==> config.mk <==
export PLATFORM = sky130hd
export DESIGN_NAME = sacl_update
export DESIGN_NICKNAME = d
export VERILOG_FILES = /design/src/sv/sacl_update.sv
export SDC_FILE = /design/constraint.sdc
export NUM_CORES = 1
export LEC_CHECK = 0
export ABC_CLOCK_PERIOD_IN_PS = 2000
export BUFFER_PORTS_ARGS = -buffer_cell sky130_fd_sc_hd__buf_4
export CAP_MARGIN = 10
export CORE_MARGIN = 8
export CORE_UTILIZATION = 34
export DETAILED_ROUTE_END_ITERATION = 6
export PLACE_DENSITY = 0.8
export SETUP_SLACK_MARGIN = 0.3
export SLEW_MARGIN = 0
export SYNTH_ARGS = -nofsm -noshare
export SYNTH_HDL_FRONTEND = slang
export SYNTH_SLANG_ARGS = --single-unit
==> constraint.sdc <==
create_clock -name vclk -period 2
set_clock_uncertainty 0.2 [all_clocks]
set_input_delay 0.1 -clock vclk [all_inputs]
set_output_delay 0.1 -clock vclk [all_outputs]
set_load 0.01 [all_outputs]
==> src/sv/sacl_update.sv <==
// Tag compare, victim choice and LRU reordering for one set row.
module sacl_update #(
    parameter int WAYS  = 2,
    parameter int TAG_W = 22,
    parameter int WAY_W = 1,
    parameter int ROW_W = WAYS * (TAG_W + 1 + WAY_W)
) (
    input  logic [ROW_W-1:0] i_row,
    input  logic [TAG_W-1:0] i_tag,
    output logic             o_hit,
    output logic [WAY_W-1:0] o_way,
    output logic [ROW_W-1:0] o_row
);

    localparam int VLD_LSB = WAYS * TAG_W;
    localparam int LRU_LSB = VLD_LSB + WAYS;

    logic [WAY_W-1:0] lru_ext [WAYS+1];
    logic [WAY_W-1:0] sel;
    logic [WAY_W-1:0] pos;
    logic             found;
    logic [WAY_W-1:0] hit_way;

    always_comb begin
        found   = 1'b0;
        hit_way = '0;
        for (int k = WAYS - 1; k >= 0; k--) begin
            if (i_row[VLD_LSB + k] && (i_row[k*TAG_W +: TAG_W] == i_tag)) begin
                found   = 1'b1;
                hit_way = WAY_W'(k);
            end
        end

        for (int k = 0; k < WAYS; k++) begin
            lru_ext[k] = i_row[LRU_LSB + k*WAY_W +: WAY_W];
        end
        sel           = found ? hit_way : lru_ext[0];
        lru_ext[WAYS] = sel;

        pos = '0;
        for (int k = 0; k < WAYS; k++) begin
            if (lru_ext[k] == sel) begin
                pos = WAY_W'(k);
            end
        end

        o_row = i_row;
        for (int k = 0; k < WAYS; k++) begin
            if (WAY_W'(k) < pos) begin
                o_row[LRU_LSB + k*WAY_W +: WAY_W] = lru_ext[k];
            end else begin
                o_row[LRU_LSB + k*WAY_W +: WAY_W] = lru_ext[k+1];
            end
            if (WAY_W'(k) == sel) begin
                o_row[k*TAG_W +: TAG_W] = i_tag;
                o_row[VLD_LSB + k]      = 1'b1;
            end
        end

        o_hit = found;
        o_way = sel;
    end

endmodule
==> results.sh, run 1 <==
export IMPL_avgSynthCellArea_sq_um=9.43
export IMPL_cp_start_kind="input pin"
export IMPL_place_hpwl_um=4530
export IMPL_cts_hold_buf=0
export IMPL_coreArea_sq_um=3360
export IMPL_synth_common_cells="37 x mux2_2, 26 x xnor2_1, 18 x xor2_1"
export IMPL_hold_viol_final=0
export IMPL_end_kind="primary output"
export IMPL_place_congestion=0.710
export IMPL_grt_pass1_wl_um=8070
export IMPL_relSlewSlack=0.752
export IMPL_drt_iter0_drc=33
export IMPL_vias=1612
export IMPL_yosysTopAreaCellShare=0.345
export IMPL_synth_top_cell_by_area="mux2_2"
export IMPL_tightest_slew_ns=0.371
export IMPL_synth_fp_nets=198
export IMPL_crit_type="input pin to primary output"
export IMPL_area_delta_synth_final_pct=120
export IMPL_yosysMostFrequentCell="mux2_2"
export IMPL_worstPathRequired_ns=1.70
export IMPL_sw_frac_of_total=0.406
export IMPL_timing_fmax_mhz=410
export IMPL_hold_path_class="input pin to primary output"
export IMPL_design_seq_count=0
export IMPL_io_buffers=120
export IMPL_grt_start_max_net_pins=27
export IMPL_num_antenna_cells=0
export IMPL_fill_cells=216
export IMPL_antenna_left=0
export IMPL_gr_usage_all_layers=0.178
export IMPL_ys_top_cells_by_area="mux2_2 35%, xnor2_1 19%, xor2_1 13%"
export IMPL_violations="setup timing"
export IMPL_path_delay_family="simple AND/OR/NAND/NOR gates"
export IMPL_synth_area_sq_um=1210
export IMPL_drcViolationCount=0
export IMPL_n_clock_buffer=0
export IMPL_crit_path_max_incr_delay_ns=0.52
export IMPL_path_cells="buf_8, xor2_2, or4_1, nand4bb_4, nor4_4, nor2_4, buf_12, mux2_2, buf_4"
export IMPL_dp_slack_ns=-0.427
export IMPL_num_io_pins=120
export IMPL_final_seq_area_sq_um=0
export IMPL_vdd_drop_max_v=0.000152
export IMPL_post_drt_wl_per_cell_um=17.3
export IMPL_arrival_ns=2.14
export IMPL_slew_viol_final=0
export IMPL_layout_drive_gt1_share=0.792
export IMPL_vias_per_cell=4.90
export IMPL_yosysSeqAreaShare=0
export IMPL_antenna_found_initial=0
export IMPL_nets=355
export IMPL_fin_crit_sh=1.22
export IMPL_cp_depth=9
export IMPL_fin_ws_ns=-0.438
export IMPL_powerDensity_nw_per_um2=255
export IMPL_initial_core_util=0.359
export IMPL_fp_dieW_um=75.6
export IMPL_first_global_vias=1804
export IMPL_ys_warn_count=0
export IMPL_status="complete, but fails checks"
export IMPL_finalSetupViolations=49
export IMPL_cp_num_buf_inv=3
export IMPL_min_period_ns=2.44
export IMPL_power_total_uw=676
export IMPL_dieHeight_um=75.6
export IMPL_num_rows=21
export IMPL_critPathCapture="o_row[34]"
export IMPL_crit_fanout=26
export IMPL_p_int_uw=402
export IMPL_power_leakage_uw=0.00124
export IMPL_dp_cells=326
export IMPL_comb_power_share=1.000
export IMPL_grt_ovfl_total=0
export IMPL_die_area_sq_um=5710
export IMPL_p_seq_frac=0
export IMPL_critPathSlowestCell="or4_1"
export IMPL_drtPass1Iterations=4
export IMPL_syn_inst=128
export IMPL_power_switching_uw=274
export IMPL_yosysUniqueCellTypes=23
export IMPL_max_cap_viol_count=0
export IMPL_final_cells=329
export IMPL_pwr_share_clk=0
export IMPL_rsz0062_at_grt="true"
export IMPL_cp_startpoint="i_tag[19]"
export IMPL_totalWireLength_um=5710
-- cells in the final DEF, fill, tap and decap left out, drive strengths merged --
master,instances
buf,160
or3b,2
nor2,3
o22a,1
nor4,7
nor3,1
a21oi,1
or2,1
nand4,8
xnor2,26
nand3,1
nand4bb,1
inv,1
nand2,4
a31oi,1
mux2,44
xor2,18
or3,2
or4,1
-- worst min-delay path by stage --
| stage | start | to | cells past startpoint |
|---|---|---|---|
| 2_1_floorplan | i_row[45] | o_row[45] | 1 |
| 6_report | i_row[45] | o_row[45] | 3 |
| 3_5_place_dp | i_row[45] | o_row[45] | 3 |
| 3_3_place_gp | i_row[45] | o_row[45] | 3 |
| 4_1_cts | i_row[45] | o_row[45] | 3 |
| 5_1_grt | i_row[45] | o_row[45] | 3 |
-- routing by layer --
metal,GRT usage,vias up,share of wire
met3,0.0592,10,0.095
met2,0.366,80,0.55
met5,0,-,0
li1,-,778,-
met1,0.165,744,0.33
met4,0.0277,0,0.020
-- power by group through the flow --
stage | Combinational (uW) | Clock [uW] | Sequential [uW]
after floorplan | 256 | 0 | 0
after global placement | 601 | 0 | 0
after detailed placement | 611 | 0 | 0
after CTS | 652 | 0 | 0
after global routing | 714 | 0 | 0
final | 676 | 0 | 0
-- layout make-up --
type | count | area (sq um) | share of cell area
Tap cell | 46 | 57.6 | 0.0217
Multi-Input combinational cell | 122 | 1270 | 0.479
Inverter | 1 | 3.75 | 0.00142
Timing Repair Buffer | 160 | 1320 | 0.498
-- cells by family (layout without fill, tap and decap cells) --
| family | count (synthesis) | count (layout) | share of synthesized area |
|---|---|---|---|
| AO/OA/AOI/OAI | 3 | 3 | 0.0166 |
| XOR/XNOR | 44 | 44 | 0.319 |
| buffers and inverters | 6 | 161 | 0.0466 |
| multiplexers | 44 | 44 | 0.432 |
| AND/OR/NAND/NOR | 31 | 31 | 0.185 |
-- per-stage QoR --
step           hold slack, ns   util  cell area, sq um  setup TNS [ns]
2_1_floorplan           0.107      -              1210           -5.12
3_3_place_gp            0.283  0.718              2420          -17.71
3_5_place_dp            0.286  0.718              2420          -18.49
4_1_cts                 0.285  0.765              2570          -17.32
5_1_grt                 0.291  0.789              2650          -21.87
6_report                0.284  0.789              2650          -19.29
-- timing repair --
item                       CTS  global route
pin swaps                    7             3
setup buffers                1             2
setup endpoints to repair   50            50
resized for setup           30            13
Note: power is estimated with default switching activity, not from simulation.
==> inputs of run 2 (changes only) <==
--- a/config.mk
+++ b/config.mk
@@ -5,13 +5,14 @@
 export SDC_FILE = /design/constraint.sdc
 export NUM_CORES = 1
 export LEC_CHECK = 0
+export ABC_AREA = 1
 export ABC_CLOCK_PERIOD_IN_PS = 2000
 export BUFFER_PORTS_ARGS = -buffer_cell sky130_fd_sc_hd__buf_4
 export CAP_MARGIN = 10
 export CORE_MARGIN = 8
-export CORE_UTILIZATION = 34
+export CORE_UTILIZATION = 39
 export DETAILED_ROUTE_END_ITERATION = 6
-export PLACE_DENSITY = 0.8
+export PLACE_DENSITY = 0.82
 export SETUP_SLACK_MARGIN = 0.3
 export SLEW_MARGIN = 0
 export SYNTH_ARGS = -nofsm -noshare
==> run 2 against run 1 <==
  * The flow still finishes with violations (setup timing)
  * Die area up 11%
  * Synthesized cell count rose to 2.7 times the previous value
  * Setup slack better by 0.34 ns
  * Flip-flop and latch count unchanged
  * Cell count up 61%
  * Area after synthesis up 31%
  * Critical endpoint is now o_row[46]
  * Largest cell class is now multi-input combinational cells
==> results.sh, run 2 <==
export IMPL_status="complete, but fails checks"
export IMPL_violations="setup timing"
export IMPL_crit_type="input pin to primary output"
export IMPL_grt_pass1_wl_um=10900
export IMPL_end_kind="primary output"
export IMPL_tightest_slew_ns=0.350
export IMPL_ys_top_cells_by_area="nand2_1 44%, nand3_1 15%, inv_1 10%"
export IMPL_fill_cells=145
export IMPL_initial_core_util=0.400
export IMPL_hold_ws_ns=0.290
export IMPL_num_rows=23
export IMPL_drtPass1Iterations=6
export IMPL_final_seq_area_sq_um=0
export IMPL_synth_common_cells="183 x nand2_1, 48 x nand3_1, 43 x inv_1"
export IMPL_yosysTopAreaCellShare=0.435
export IMPL_cp_num_buf_inv=4
export IMPL_nets=552
export IMPL_synth_top_cell_by_area="nand2_1"
export IMPL_power_switching_uw=458
export IMPL_n_clock_buffer=0
export IMPL_power_leakage_uw=0.00200
export IMPL_pwr_share_clk=0
export IMPL_num_antenna_cells=0
export IMPL_area_delta_synth_final_pct=133
export IMPL_gr_usage_all_layers=0.203
export IMPL_final_area_sq_um=3670
export IMPL_yosysSeqAreaShare=0
export IMPL_comb_power_share=1.000
export IMPL_grt_ovfl_total=0
export IMPL_place_hpwl_um=5290
export IMPL_totalWireLength_um=12000
export IMPL_layout_commonest_cell="nand2_1"
export IMPL_avgSynthCellArea_sq_um=4.50
export IMPL_arrival_ns=1.80
export IMPL_slew_viol_final=0
export IMPL_vdd_drop_max_v=0.000157
export IMPL_antenna_found_initial=0
export IMPL_dieHeight_um=79.6
export IMPL_p_seq_frac=0
export IMPL_post_drt_wl_per_cell_um=22.6
export IMPL_crit_fanout=5
export IMPL_critPathSlowestCell="nor2_1"
export IMPL_num_io_pins=120
export IMPL_finalSetupViolations=1
export IMPL_vias_per_cell=6.25
export IMPL_post_route_util=0.931
export IMPL_p_int_uw=418
export IMPL_drcViolationCount=0
export IMPL_grt_start_max_net_pins=24
export IMPL_cp_common_cell="nand2_1"
export IMPL_place_congestion=0.831
export IMPL_cts_hold_buf=0
export IMPL_dp_cells=511
export IMPL_synth_fp_nets=421
export IMPL_max_cap_viol_count=0
export IMPL_fin_ws_ns=-0.0982
export IMPL_yosysUniqueCellTypes=19
export IMPL_antenna_left=0
export IMPL_hold_viol_final=0
export IMPL_synth_area_sq_um=1580
export IMPL_design_seq_count=0
export IMPL_path_delay_family="simple AND/OR/NAND/NOR gates"
export IMPL_layout_drive_gt1_share=0.606
export IMPL_die_area_sq_um=6340
export IMPL_crit_path_max_incr_delay_ns=0.17
export IMPL_relSlewSlack=0.767
export IMPL_hold_path_class="input pin to primary output"
export IMPL_io_buffers=120
export IMPL_rsz0062_at_grt="true"
export IMPL_yosysMostFrequentCell="nand2_1"
export IMPL_timing_fmax_mhz=477
export IMPL_coreArea_sq_um=3940
export IMPL_first_global_vias=2463
export IMPL_path_cells="buf_6, nand2_1, nand2_2, nor2_1, nand2_1, nor2_2, nand3_4, buf_6, inv_1, nand2_1, nand2_1, nand2_1, buf_6"
export IMPL_fp_dieW_um=79.6
export IMPL_sw_frac_of_total=0.523
export IMPL_min_period_ns=2.10
export IMPL_place_area_sq_um=2450
export IMPL_multi_input_area_sq_um=1850
export IMPL_syn_inst=351
export IMPL_layout_common_cells="122 x nand2_1, 68 x buf_6, 60 x nand2_2"
export IMPL_cp_start_kind="input pin"
export IMPL_ys_warn_count=0
export IMPL_final_cells=530
export IMPL_vias=3313
export IMPL_fin_crit_sh=1.05
export IMPL_powerDensity_nw_per_um2=239
export IMPL_worstPathRequired_ns=1.70
export IMPL_drt_iter0_drc=399
## run 2: cell count changes in the layout (fill, tap and decap cells not counted), sizes merged, moves of 18 or more
cell   delta
nand3    +49
buf      -28
nand2   +186
mux2     -44
inv      +51
xor2     -18
xnor2    -19
nor2     +26
## run 2: metrics by stage
stage / setup slack [ns] / setup TNS, ns / power [uW]
after floorplan: 0.618 / 0 / 262
after global placement: 0.156 / 0 / 556
after detailed placement: 0.0979 / 0 / 561
after CTS: 0.258 / 0 / 575
after global routing: -0.0961 / -0.0961 / 912
final: -0.0982 / -0.0982 / 876
## run 2: area by class of cell
cell class	count	area share
Multi-Input combinational cell	289	0.505
Inverter	53	0.0596
Tap cell	50	0.0170
Timing Repair Buffer	138	0.418
## run 2: power groups by stage
stage	sequential (uW)	clock [uW]	combinational (uW)
after floorplan	0	0	262
after global placement	0	0	556
after detailed placement	0	0	561
after CTS	0	0	575
after global routing	0	0	912
final	0	0	876
## run 2: timing repair
item | 4_1_cts | 5_1_grt
endpoints found under the setup margin | 49 | 49
endpoints found under the hold margin | 0 | 0
buffers inserted | 4 | 2
pin swaps | 4 | 89
resized for setup | 11 | 235
cloned | 2 | 11
## run 2: logic make-up (layout without fill, tap and decap cells)
family | count (synthesis) | count (layout) | synth area share
simple gates | 265 | 270 | 0.705
xor+xnor | 7 | 7 | 0.0389
compound gates | 12 | 12 | 0.0389
buf+inv | 67 | 191 | 0.217
## run 2: worst paths after layout
check                      from   endpoint  slack, ns  depth (start not counted)
worst min-delay path  i_row[26]  o_row[26]       0.29                          4
worst max-delay path   i_tag[2]  o_row[46]       -0.1                         13
## run 2: routing by layer
metal	vias to the layer above	routed length (um)	track usage
met3	110	1560	0.0586
met5	-	0	0
met4	0	1000	0.0222
li1	1331	-	-
met1	1522	3800	0.235
met2	350	5630	0.365
==> inputs of run 3 (changes only) <==
--- a/config.mk
+++ b/config.mk
@@ -12,6 +12,7 @@
 export CORE_MARGIN = 8
 export CORE_UTILIZATION = 39
 export DETAILED_ROUTE_END_ITERATION = 6
+export MAX_ROUTING_LAYER = met4
 export PLACE_DENSITY = 0.82
 export SETUP_SLACK_MARGIN = 0.3
 export SLEW_MARGIN = 0
==> run 3 against run 2 <==
  * Hold slack worse by 0.0022 ns
  * Clock-buffer cell count unchanged
  * Global-route usage is 1.5 points higher
  * Combinational power decreased by 10%
  * Non-clock buffer count is 1 higher
  * Utilization is 5.0 points lower
  * Largest cell class unchanged
  * Highest routed layer unchanged
  * Power down 10%
  * Routed wire length is 14% lower
  * Cell area fell by 5.3%
  * Sequential share of layout area is the same
  * The flow now finishes without violations
  * Via count decreased by 7.6%
==> results.sh, run 3 (synthesized netlist as in run 2, its figures left out) <==
export IMPL_cp_start_kind="input pin"
export IMPL_nets=554
export IMPL_n_clock_buffer=0
export IMPL_area_delta_synth_final_pct=120
export IMPL_fill_cells=198
export IMPL_layout_common_cells="146 x nand2_1, 69 x buf_4, 51 x buf_6"
export IMPL_timing_fmax_mhz=517
export IMPL_final_seq_area_sq_um=0
export IMPL_powerDensity_nw_per_um2=227
export IMPL_crit_fanout=8
export IMPL_tightest_slew_ns=0.363
export IMPL_hold_path_class="input pin to primary output"
export IMPL_slew_viol_final=0
export IMPL_gr_usage_all_layers=0.218
export IMPL_finalSetupViolations=0
export IMPL_grt_ovfl_total=0
export IMPL_end_kind="primary output"
export IMPL_vdd_drop_max_v=0.000131
export IMPL_sw_frac_of_total=0.515
export IMPL_antenna_found_initial=0
export IMPL_comb_power_share=1.000
export IMPL_first_global_vias=2460
export IMPL_multi_input_area_sq_um=1710
export IMPL_drtPass1Iterations=5
export IMPL_crit_type="input pin to primary output"
export IMPL_pwr_share_clk=0
export IMPL_rsz0062_at_grt="true"
export IMPL_fin_setup_tns_ns=0
export IMPL_arrival_ns=1.64
export IMPL_fin_crit_sh=0.968
export IMPL_max_cap_viol_count=0
export IMPL_post_drt_wl_per_cell_um=19.3
export IMPL_drt_iter0_drc=240
export IMPL_p_seq_frac=0
export IMPL_min_period_ns=1.94
export IMPL_coreArea_sq_um=3940
export IMPL_power_switching_uw=406
export IMPL_worstPathRequired_ns=1.70
export IMPL_power_leakage_uw=0.00196
export IMPL_layout_commonest_cell="nand2_1"
export IMPL_drcViolationCount=0
export IMPL_initial_core_util=0.400
export IMPL_hold_viol_final=0
export IMPL_place_congestion=0.836
export IMPL_antenna_left=0
export IMPL_vias=3060
export IMPL_design_seq_count=0
export IMPL_num_rows=23
export IMPL_relSlewSlack=0.758
export IMPL_layout_drive_gt1_share=0.512
export IMPL_dieHeight_um=79.6
export IMPL_grt_start_max_net_pins=24
export IMPL_io_buffers=120
export IMPL_num_antenna_cells=0
export IMPL_p_int_uw=382
export IMPL_die_area_sq_um=6340
export IMPL_post_route_util=0.882
export IMPL_power_total_uw=788
export IMPL_grt_pass1_wl_um=11300
export IMPL_vias_per_cell=5.75
export IMPL_num_io_pins=120
export IMPL_totalWireLength_um=10300
export IMPL_place_hpwl_um=5330
export IMPL_fp_dieW_um=79.6
export IMPL_status="finished, final reports clean"
## run 3: cell types whose count changed in the layout (fill, tap and decap cells not counted), sizes merged
cell	before	now
nand2	190	191
buf	132	133
## run 3: stage by stage
stage	instance area (sq um)	std cells	setup WS [ns]	hold slack, ns
after floorplan	1580	351	0.618	0.109
after global placement	2460	511	0.143	0.278
after detailed placement	2460	511	0.0918	0.276
after CTS	2690	520	0.240	0.277
after global routing	3480	532	-0.0215	0.292
final	3480	532	0.0644	0.288
## run 3: layout make-up
type	instances	area share
inverter	53	0.0623
multi-input combinational	290	0.492
tap	50	0.0180
timing repair buffer	139	0.428
## run 3: critical path, stage by stage
cell and delay, ns:
buf_6 0.11, inv_1 0.08, nand2_1 0.07, nand2_1 0.09
nand3_1 0.16, nor2_4 0.16, nand3_4 0.17, nand2_8 0.20
clkbuf_16 0.20, nand3_1 0.09, nand2_1 0.10, buf_6 0.11
## run 3: power by group through the flow
stage / Sequential (uW) / Combinational [uW] / Clock [uW]
floorplan: 0 / 262 / 0
CTS: 0 / 592 / 0
detailed placement: 0 / 562 / 0
global placement: 0 / 556 / 0
finish: 0 / 788 / 0
global route: 0 / 831 / 0
## run 3: final timing paths
kind / start / endpoint / slack, ns / cells after the start
min: i_row[44] / o_row[44] / 0.29 / 4
max: i_tag[14] / o_row[40] / 0.06 / 12
## run 3: metal layers
| layer | vias up | track usage | wire length (um) | share of wire |
|---|---|---|---|---|
| li1 | 1331 | - | - | - |
| met1 | 1380 | 0.254 | 3510 | 0.34 |
| met2 | 286 | 0.393 | 5020 | 0.49 |
| met3 | 63 | 0.0315 | 1310 | 0.13 |
| met4 | 0 | 0.0241 | 441 | 0.043 |
| met5 | - | - | 0 | 0 |
## run 3: timing repair
item | 4_1_cts | 5_1_grt
hold buffers | 0 | 0
hold endpoints to repair | 0 | 0
resized for setup | 24 | 155
pin swaps | 10 | 66
setup buffers | 5 | 2
gates cloned | 4 | 10
setup endpoints to repair | 49 | 50
