===== src/sv/sacl_ram.sv =====
// Generic single-write, single-read synchronous RAM with a registered read port.
module sacl_ram #(
    parameter int WIDTH = 8,
    parameter int DEPTH = 16,
    parameter int AW    = (DEPTH > 1) ? $clog2(DEPTH) : 1
) (
    input  logic             i_clk,
    input  logic             i_we,
    input  logic [AW-1:0]    i_waddr,
    input  logic [WIDTH-1:0] i_wdata,
    input  logic             i_re,
    input  logic [AW-1:0]    i_raddr,
    output logic [WIDTH-1:0] o_rdata
);

    logic [WIDTH-1:0] r_mem [DEPTH];
    logic [WIDTH-1:0] r_rdata;

    always_ff @(posedge i_clk) begin
        if (i_we) begin
            r_mem[i_waddr] <= i_wdata;
        end
        if (i_re) begin
            r_rdata <= r_mem[i_raddr];
        end
    end

    assign o_rdata = r_rdata;

endmodule


===== config.mk =====
export PLATFORM = sky130hd
export DESIGN_NAME = sacl_ram
export DESIGN_NICKNAME = d
export VERILOG_FILES = /design/src/sv/sacl_ram.sv
export SDC_FILE = /design/constraint.sdc
export NUM_CORES = 1
export LEC_CHECK = 0
export BUFFER_PORTS_ARGS = -buffer_cell sky130_fd_sc_hd__buf_2
export CAP_MARGIN = 10
export CORE_AREA = 2 2 133 135
export DETAILED_ROUTE_END_ITERATION = 7
export DIE_AREA = 0 0 135 137
export SYNTH_ARGS = -nofsm -noshare
export SYNTH_HDL_FRONTEND = slang
export SYNTH_SLANG_ARGS = --single-unit

===== constraint.sdc =====
create_clock -name i_clk -period 2.4 [get_ports i_clk]
set_clock_uncertainty 0.2 [all_clocks]
set_input_delay 0.48 -clock i_clk [delete_from_list [all_inputs] [get_ports i_clk]]
set_output_delay 0.48 -clock i_clk [all_outputs]
set_load 0.01 [all_outputs]

==> run_results.csv, run 1 <==
group,metric,value,unit
route,firstDrtPassIters,7,
worst_setup_path,cp.arrival,2.00,ns
cts,clock_insertion_delay_worst_skew,0.41,ns
yosys,synth_area_leaders,"sky130_fd_sc_hd__edfxtp_1 78%, sky130_fd_sc_hd__mux4_2 7.8%, sky130_fd_sc_hd__mux4_1 7.0%",
cells_and_area,final_design_area_no_fill,0.00634,mm2
route,drtIter0Drc,229,
global_route,globalRoute.busiestLayer,"met2",
timing,worst_hold_margin,0.261,ns
route,detail_route.vias_per_cell,4.80,
cts,cts_resized,0,
yosys,ys_warn_count,0,
cts,post_cts_hold_buffer_count,0,
status,status,"completed",
global_route,global_route.usage.met3,5.26,%
power,power.share.sequential,49.4,%
worst_setup_path,timing.critical_path.cells,"buf_2 > buf_12 > mux4_1 > a22oi_1 > nand2_1",
cells_and_area,instances_no_fill,527,
yosys,syn_area_per_cell,22.8,um2
global_route,number_of_antenna_violations_at_the_first_check_in_global_routing,0,
timing,fmax,488,MHz
floorplan,fp.coreArea,0.0171,mm2
worst_setup_path,cp_max_fo,20,
cells_and_area,n_antenna_cell,0,
timing,finalHoldViolCount,0,
yosys,yosys.cell_types.count,18,
floorplan,fp.dieH,137,um
place,place.detailed.instances,495,
timing,final-max-slew-violation-count,0,
cts,cts_tree,"built",
cts,cts_made_buffers,17,
floorplan,std_cell_rows,48,
worst_setup_path,cpPeakStageDelay,0.61,ns
cts,post-cts-setup-buffer-count,0,
global_route,met2_usage,18.6,%
cells_and_area,share_of_layout_cells_above_drive_strength_1,31.1,%
yosys,synth.yosys.seq_area_share,78.1,%
timing,final_sum_of_negative_setup_slack,0,ns
floorplan,pin_count,27,
timing,unrepaired_setup_endpoints_after_global_routing,"no",
worst_setup_path,critical_path.startpoint_type,"primary input",
power,pwr_density_cell,861,mW/mm2
route,finalWirelength,10.8,mm
route,vias,2530,
place,place_area,0.00577,mm2
yosys,synth_top_cell_area_share,78.1,%
cells_and_area,final_nets,308,
floorplan,die_w,135,um
power,part_of_the_power_in_the_clock_network,45.9,%
cells_and_area,layout.cells.most_common,"sky130_fd_sc_hd__edfxtp_1",
route,wire_per_inst,20.4,um
yosys,synth_cells,229,
global_route,grt.total_usage,12.8,%
route,drc_errors,0,
yosys,flop_and_latch_count_out_of_synthesis,136,
global_route,first_global_vias,2650,
timing,finalSetupViolCount,0,
worst_setup_path,worst_ep_required_time,2.35,ns
worst_setup_path,worst_path_max_delay_cell,"sky130_fd_sc_hd__mux4_1",
power,power_switching,1.05,mW
power,combPwrFrac,4.8,%
cts,cts.sinks,136,
yosys,syn-num-nets,248,
power,p_sw_share,19.3,%
cts,h_tree_depth_reported_by_cts,4,
place,post-dp-hpwl,7.11,mm
timing,time_the_final_worst_path_needs_with_i_o_delays_and_setup,2.05,ns
cells_and_area,area.growth.synth_to_final,21.2,%
cts,clock_path_buffers,2,
place,gp_routability_congestion,0.748,
floorplan,dieArea,0.0185,mm2
cts,clock_pin_slew_reported_for_the_worst_setup_and_hold_paths_after_clock_tree_synthesis,0.05,ns
worst_setup_path,critical_path.endpoint_type,"register",
global_route,globalRoute.totalOverflow,0,
min_path,hold_path.class,"primary input to register",
power,p_leak,2.12,nW
job,max_cap_violations,0,
yosys,mappedNetlistArea,0.00523,mm2
worst_setup_path,criticalPathCategory,"primary input to register",
power,power_report.internal_total,4.40,mW
route,antenna_left,0,
cts,clock-root-buffer,"sky130_fd_sc_hd__clkbuf_16",
floorplan,start_util,30.6,%
timing,final_clock_period_utilization_by_the_worst_path,85.5,%
place,io_buffers,26,
yosys,synth_top_cell_by_area,"sky130_fd_sc_hd__edfxtp_1",
global_route,maximum_number_of_pins_on_one_net_before_global_route_repair,25,
timing,max-slew-margin-rel,74.0,%
timing,tightest_slew,0.389,ns
global_route,grt_first_pass_wirelength,16.6,mm
power,vdd.ir_drop.worst,0.461,mV
cells_and_area,highest_count_cells_in_the_layout_ignoring_fill_and_taps,"136 x sky130_fd_sc_hd__edfxtp_1, 26 x sky130_fd_sc_hd__buf_2, 23 x sky130_fd_sc_hd__buf_4",
global_route,met1_track_usage_gr,17.7,%
-- final timing paths --
path | end | cells past startpoint | slack [ns] | start
setup / recovery | o_rdata[5] | 5 | 0.35 | i_raddr[0]
hold reg to reg | o_rdata[1] | 3 | 0.56 | r_mem[14][1]
setup reg to reg | o_rdata[5] | 3 | 0.59 | r_mem[2][5]
hold / removal | o_rdata[0] | 1 | 0.26 | i_re
-- worst max-delay path, delay by kind of cell --
kind	cells	cell delay [ns]
AO/OA/AOI/OAI	1	0.34
buffers and inverters	2	0.44
AND/OR/NAND/NOR	1	0.11
multiplexers	1	0.61
-- cell usage after synthesis --
cell type / instances
sky130_fd_sc_hd__edfxtp_1: 136
sky130_fd_sc_hd__mux4_2: 18
sky130_fd_sc_hd__a22oi_1: 16
sky130_fd_sc_hd__mux4_1: 14
sky130_fd_sc_hd__nor2_1: 13
sky130_fd_sc_hd__nand2_1: 9
sky130_fd_sc_hd__nor3_1: 4
sky130_fd_sc_hd__buf_2: 3
sky130_fd_sc_hd__buf_6: 3
sky130_fd_sc_hd__clkdlybuf4s25_2: 3
sky130_fd_sc_hd__nand2b_1: 2
sky130_fd_sc_hd__nand3b_1: 2
sky130_fd_sc_hd__and2_1: 1
sky130_fd_sc_hd__and2b_1: 1
sky130_fd_sc_hd__buf_4: 1
sky130_fd_sc_hd__nand3_1: 1
sky130_fd_sc_hd__nor2b_1: 1
sky130_fd_sc_hd__or3b_2: 1
-- registers in the layout (all words and copies together), names as in the netlist --
register	count
r_mem	128
o_rdata	8
-- power groups by stage --
stage,registers (mW),logic [mW],clock network (mW)
after detailed placement,2.74,0.263,0
after floorplan,2.74,0.135,0
final,2.69,0.260,2.50
after CTS,2.69,0.263,2.55
after global routing,2.70,0.283,2.67
after global placement,2.74,0.256,0
-- cell type report --
type                            count  area (um2)
Fill cell                        1564       10700
Tap cell                          225         282
Clock buffer                       21         440
Multi-Input combinational cell     83        1060
Sequential cell                   136        4080
Clock inverter                     11         130
Timing Repair Buffer               51         343
-- layer usage --
metal | up-vias | share of wire, % | wire [um]
met2 | 84 | 46 | 4900
met3 | 9 | 6.2 | 668
li1 | 1103 | - | -
met1 | 1334 | 47 | 5080
met4 | 0 | 1.0 | 108
met5 | - | 0 | 0
-- cell families after synthesis --
| family | share of synthesized area [%] |
|---|---|
| DFF | 78.1 |
| buffers and inverters | 1.65 |
| AOI/OAI and AO/OA | 2.30 |
| muxes | 14.8 |
| and+or+nand+nor | 3.14 |
-- stage by stage --
stage               utilization, %  worst slack (ns)  power, mW
floorplan                        -             0.227       2.88
global placement              33.8           -0.0296       3.00
detailed placement            33.8           -0.0787       3.01
CTS                           37.1             0.356       5.51
global route                  37.1             0.292       5.65
finish                        37.1             0.349       5.46
No activity file was read; power rests on OpenSTA's default activity.
==> run 2, diff against run 1 <==
--- a/config.mk
+++ b/config.mk
@@ -7,9 +7,9 @@
 export LEC_CHECK = 0
 export BUFFER_PORTS_ARGS = -buffer_cell sky130_fd_sc_hd__buf_2
 export CAP_MARGIN = 10
-export CORE_AREA = 2 2 133 135
+export CORE_AREA = 2 2 118 120
 export DETAILED_ROUTE_END_ITERATION = 7
-export DIE_AREA = 0 0 135 137
+export DIE_AREA = 0 0 120 122
 export SYNTH_ARGS = -nofsm -noshare
 export SYNTH_HDL_FRONTEND = slang
 export SYNTH_SLANG_ARGS = --single-unit
==> run 2 against run 1 <==
Non-clock buffer count fell by 3. Sequential share of layout area rose by 0.93 points. Global-route usage rose by 2.5 points. Via count fell by 3.1%. Combinational power fell by 3%. Critical path depth did not move. Fmax rose by 13%. Wire length fell by 4.1%. Die area fell by 21%. Worst hold slack got worse by 0.024 ns. Highest routed layer unchanged.
==> run_results.csv, run 2 (same netlist as run 1, synthesis figures left out) <==
group,metric,value,unit
floorplan,pin_count,27,
cts,clock_path_buffers,2,
place,io_buffers,26,
min_path,min_delay_path_depth,1,
cts,clock-root-buffer,"sky130_fd_sc_hd__clkbuf_16",
timing,tightest_slew,0.406,ns
min_path,hold_path.class,"primary input to register",
timing,final_sum_of_negative_setup_slack,0,ns
floorplan,dieArea,0.0146,mm2
cts,cts_tree,"built",
worst_setup_path,setup.reg_to_reg.worst_slack,0.69,ns
route,drc_errors,0,
worst_setup_path,worst_ep_required_time,2.36,ns
power,pwr_density_cell,862,mW/mm2
route,drtIter0Drc,282,
cells_and_area,nFillCells,1127,
global_route,first_global_vias,2521,
worst_setup_path,rr_endpoint,"o_rdata[7]",
timing,worst_slack,0.582,ns
worst_setup_path,critical_path.startpoint_type,"primary input",
timing,max-slew-margin-rel,72.9,%
cts,h_tree_depth_reported_by_cts,4,
worst_setup_path,r2r_start,"r_mem[3][7]",
cells_and_area,area.growth.synth_to_final,19.5,%
route,wire_per_inst,21.6,um
worst_setup_path,critical_path.endpoint_type,"register",
timing,time_the_final_worst_path_needs_with_i_o_delays_and_setup,1.82,ns
floorplan,fp.dieH,122,um
cts,clock_pin_slew_reported_for_the_worst_setup_and_hold_paths_after_clock_tree_synthesis,0.06,ns
place,post-dp-hpwl,6.43,mm
cells_and_area,layout.cells.most_common,"sky130_fd_sc_hd__edfxtp_1",
power,p_leak,2.10,nW
status,status,"completed",
worst_setup_path,cpPeakStageDelay,0.58,ns
cts,clock_insertion_delay_worst_skew,0.41,ns
cells_and_area,final_nets,305,
place,place_area,0.00569,mm2
cts,cts_made_buffers,17,
cells_and_area,largest_register_ffs,128,
cts,cts_resized,0,
worst_setup_path,criticalPathCategory,"primary input to register",
route,firstDrtPassIters,4,
worst_setup_path,worst_path_max_delay_cell,"sky130_fd_sc_hd__mux4_1",
global_route,grt.total_usage,15.3,%
cells_and_area,share_of_layout_cells_above_drive_strength_1,31.9,%
route,detail_route.vias_per_cell,5.13,
floorplan,die_w,120,um
cells_and_area,final_util,46.3,%
cts,post-cts-setup-buffer-count,0,
cells_and_area,final_design_area_no_fill,0.00625,mm2
worst_setup_path,cp_max_fo,10,
global_route,number_of_antenna_violations_at_the_first_check_in_global_routing,0,
cells_and_area,highest_count_cells_in_the_layout_ignoring_fill_and_taps,"136 x sky130_fd_sc_hd__edfxtp_1, 26 x sky130_fd_sc_hd__buf_2, 20 x sky130_fd_sc_hd__buf_4",
cells_and_area,instances_no_fill,478,
route,vias,2452,
worst_setup_path,r2r.worst_path.cells,3,
power,vdd.ir_drop.worst,0.460,mV
power,total_design_power,5.38,mW
global_route,grt_first_pass_wirelength,15.5,mm
timing,fmax,550,MHz
worst_setup_path,crit_family,"multiplexers",
worst_setup_path,cp.arrival,1.77,ns
min_path,holdPathEnd,"o_rdata[2]",
timing,unrepaired_setup_endpoints_after_global_routing,"no",
floorplan,start_util,38.7,%
floorplan,fp.coreArea,0.0135,mm2
global_route,globalRoute.totalOverflow,0,
floorplan,std_cell_rows,43,
timing,final-max-slew-violation-count,0,
place,place.detailed.instances,447,
timing,finalSetupViolCount,0,
job,max_cap_violations,0,
cells_and_area,n_antenna_cell,0,
route,finalWirelength,10.3,mm
timing,final_clock_period_utilization_by_the_worst_path,75.8,%
cells_and_area,final-seq-area,0.00408,mm2
global_route,maximum_number_of_pins_on_one_net_before_global_route_repair,28,
min_path,hp-start,"i_re",
worst_setup_path,timing.critical_path.cells,"buf_2 > buf_4 > mux4_1 > a22oi_1 > nand2_1",
cts,post_cts_hold_buffer_count,0,
place,gp_routability_congestion,0.739,
place,dp_slack,0.108,ns
cells_and_area,top_register,"r_mem",
worst_setup_path,worstPathBufferInverterCount,2,
route,antenna_left,0,
cts,cts.sinks,136,
cells_and_area,area_used_by_multi_input_combinational_logic,0.00106,mm2
timing,finalHoldViolCount,0,
timing,worst_hold_margin,0.237,ns
==> run 2: changes by cell type in the layout (fill, tap and decap cells not counted), sizes merged <==
cell | before | now
buf | 51 | 48
clkbuf | 21 | 18
clkinvlp | 2 | 4
inv | 0 | 2
bufinv | 3 | 2
clkinv | 6 | 5
==> run 2: worst max path at each step <==
stage	startpoint	end	slack [ns]	depth (start not counted)
floorplan	i_waddr[2]	r_mem[0][0]	0.23	2
global placement	i_raddr[0]	o_rdata[1]	0.13	5
detailed placement	i_raddr[0]	o_rdata[3]	0.11	5
CTS	i_raddr[0]	o_rdata[3]	0.55	5
global route	i_raddr[0]	o_rdata[3]	0.49	5
finish	i_raddr[0]	o_rdata[3]	0.58	5
==> run 2: report_power, final <==
part | internal, mW | leakage, nW | switching (mW)
sequential | 2.68 | 1.24 | 0.0141
combinational | 0.108 | 0.598 | 0.145
clock | 1.51 | 0.263 | 0.926
total | 4.30 | 2.10 | 1.09
==> run 2: cell type report <==
class	count	area share (%)
Clock buffer	18	6.87
Clock inverter	13	2.08
Multi-Input combinational cell	83	16.9
Sequential cell	136	65.4
Tap cell	180	3.61
Timing Repair Buffer	48	5.13
==> run 2: metal layers <==
layer	global-route usage, %	vias to the layer above	wire, um
li1	-	1093	-
met3	5.01	8	502
met1	20.5	1281	4690
met2	23.5	70	4980
met5	0	-	0
met4	5.81	0	142
==> run 3, diff against run 2 <==
==> constraint.sdc (replaced) <==
create_clock -name i_clk -period 1.75 [get_ports i_clk]
set_clock_uncertainty 0.2 [all_clocks]
set_input_delay 0.35 -clock i_clk [delete_from_list [all_inputs] [get_ports i_clk]]
set_output_delay 0.35 -clock i_clk [all_outputs]
set_load 0.01 [all_outputs]
==> run 3 against run 2 <==
Die area is the same. Total power grew 34%. Non-clock buffer count grew 5. Wire length shrank 0.57%. Combinational power grew 43%. Critical endpoint unchanged.
==> run_results.csv, run 3 (same netlist as run 1, synthesis figures left out) <==
group,metric,value,unit
cells_and_area,largest_register_ffs,128,
timing,final_clock_period_utilization_by_the_worst_path,97.9,%
worst_setup_path,critical_path.endpoint_type,"register",
global_route,met1_track_usage_gr,20.9,%
power,p_sw_share,20.4,%
cells_and_area,instances_no_fill,484,
timing,finalHoldViolCount,0,
cells_and_area,top_register,"r_mem",
timing,unrepaired_setup_endpoints_after_global_routing,"no",
cts,clock_path_buffers,2,
power,vdd.ir_drop.worst,0.616,mV
timing,final_sum_of_negative_setup_slack,0,ns
timing,finalSetupViolCount,0,
job,max_cap_violations,0,
timing,time_the_final_worst_path_needs_with_i_o_delays_and_setup,1.71,ns
worst_setup_path,cp.arrival,1.67,ns
route,wire_per_inst,21.2,um
place,place.detailed.instances,452,
cells_and_area,n_antenna_cell,0,
worst_setup_path,worst_path_max_delay_cell,"sky130_fd_sc_hd__mux4_2",
route,drtIter0Drc,299,
global_route,grt.total_usage,15.5,%
timing,final-max-slew-violation-count,0,
global_route,met2_usage,24.4,%
cells_and_area,highest_count_cells_in_the_layout_ignoring_fill_and_taps,"136 x sky130_fd_sc_hd__edfxtp_1, 31 x sky130_fd_sc_hd__mux4_2, 26 x sky130_fd_sc_hd__buf_2",
floorplan,die_w,120,um
power,combPwrFrac,5.0,%
cts,clock_pin_slew_reported_for_the_worst_setup_and_hold_paths_after_clock_tree_synthesis,0.06,ns
cells_and_area,layout.cells.most_common,"sky130_fd_sc_hd__edfxtp_1",
global_route,grt_first_pass_wirelength,15.9,mm
place,io_buffers,26,
cts,cts_made_buffers,17,
power,part_of_the_power_in_the_clock_network,44.0,%
route,finalWirelength,10.2,mm
route,detail_route.vias_per_cell,5.12,
cts,cts_resized,0,
route,vias,2479,
cells_and_area,share_of_layout_cells_above_drive_strength_1,37.5,%
cts,clock-root-buffer,"sky130_fd_sc_hd__clkbuf_16",
global_route,number_of_antenna_violations_at_the_first_check_in_global_routing,0,
cts,post-cts-setup-buffer-count,0,
worst_setup_path,cp_max_fo,1,
global_route,maximum_number_of_pins_on_one_net_before_global_route_repair,19,
worst_setup_path,cpPeakStageDelay,0.47,ns
timing,tightest_slew,0.778,ns
worst_setup_path,worst_ep_required_time,1.70,ns
route,firstDrtPassIters,4,
min_path,hold_path.class,"primary input to register",
cts,clock_insertion_delay_worst_skew,0.40,ns
worst_setup_path,critical_path.startpoint_type,"register",
floorplan,start_util,38.7,%
place,gp_routability_congestion,0.745,
cts,cts.sinks,136,
global_route,first_global_vias,2663,
floorplan,pin_count,27,
cells_and_area,area.growth.synth_to_final,19.2,%
floorplan,dieArea,0.0146,mm2
cts,cts_tree,"built",
power,power_switching,1.48,mW
floorplan,std_cell_rows,43,
power,pwr_density_cell,1160,mW/mm2
place,post-dp-hpwl,6.67,mm
global_route,globalRoute.busiestLayer,"met2",
floorplan,fp.dieH,122,um
cts,post_cts_hold_buffer_count,0,
status,status,"completed",
global_route,global_route.usage.met3,4.12,%
cells_and_area,nFillCells,1116,
power,p_leak,2.06,nW
global_route,globalRoute.totalOverflow,0,
worst_setup_path,criticalPathCategory,"register to register",
power,power.share.sequential,51.0,%
route,drc_errors,0,
timing,fmax,583,MHz
route,antenna_left,0,
cells_and_area,final_nets,310,
timing,max-slew-margin-rel,48.0,%
power,power_report.internal_total,5.75,mW
worst_setup_path,timing.critical_path.cells,"mux4_2 > a22oi_1 > nand2_1",
cells_and_area,final_util,46.2,%
cts,h_tree_depth_reported_by_cts,4,
floorplan,fp.coreArea,0.0135,mm2
## run 3: cell types whose count changed in the layout (fill, tap and decap cells not counted), sizes merged
cell | before | now
buf | 48 | 53
bufinv | 2 | 1
clkinv | 5 | 7
clkinvlp | 4 | 6
inv | 2 | 0
## run 3: through the flow
| step | power [mW] | cell area, um2 | setup WS, ns | hold slack, ns |
|---|---|---|---|---|
| after floorplan | 3.96 | 5220 | -0.0661 | 0.249 |
| after detailed placement | 4.13 | 5690 | -0.351 | 0.530 |
| after CTS | 7.29 | 6230 | 0.0572 | 0.101 |
| final | 7.23 | 6230 | 0.0359 | 0.110 |
| after global routing | 7.47 | 6230 | 0.00791 | 0.0962 |
| after global placement | 4.12 | 5690 | -0.320 | 0.529 |
## run 3: path summary, 6_finish.rpt
kind,start,endpoint,slack (ns),cells past startpoint
setup / recovery,r_mem[3][3],o_rdata[3],0.04,3
hold / removal,i_re,o_rdata[2],0.11,1
setup reg to reg,r_mem[3][3],o_rdata[3],0.04,3
hold reg to reg,r_mem[7][7],o_rdata[7],0.55,3
## run 3: routing by layer
| metal | share of wire (%) | vias up |
|---|---|---|
| met2 | 49 | 70 |
| met1 | 45 | 1310 |
| met5 | 0 | - |
| li1 | - | 1091 |
| met4 | 1.0 | 0 |
| met3 | 4.4 | 8 |
## run 3: critical path, delay by kind of cell, from the launching register on
kind            cells  cell delay [ns]
compound gates      1             0.33
flops               1             0.37
mux                 1             0.47
simple gates        1             0.09
## run 3: final cells by class
cell class / instances / area, um2 / share of cell area [%]
flip-flops and latches: 136 / 4080 / 65.5
multi-input cells: 83 / 1010 / 16.3
clock buffers: 18 / 429 / 6.89
repair buffers: 53 / 370 / 5.94
well taps: 180 / 225 / 3.61
clock inverters: 14 / 110 / 1.77
## run 3: power by group through the flow
stage,Clock [mW],Sequential (mW),Combinational [mW]
2_1_floorplan,0,3.76,0.202
3_3_place_gp,0,3.76,0.363
3_5_place_dp,0,3.76,0.369
4_1_cts,3.23,3.69,0.370
5_1_grt,3.38,3.70,0.398
6_report,3.18,3.69,0.363
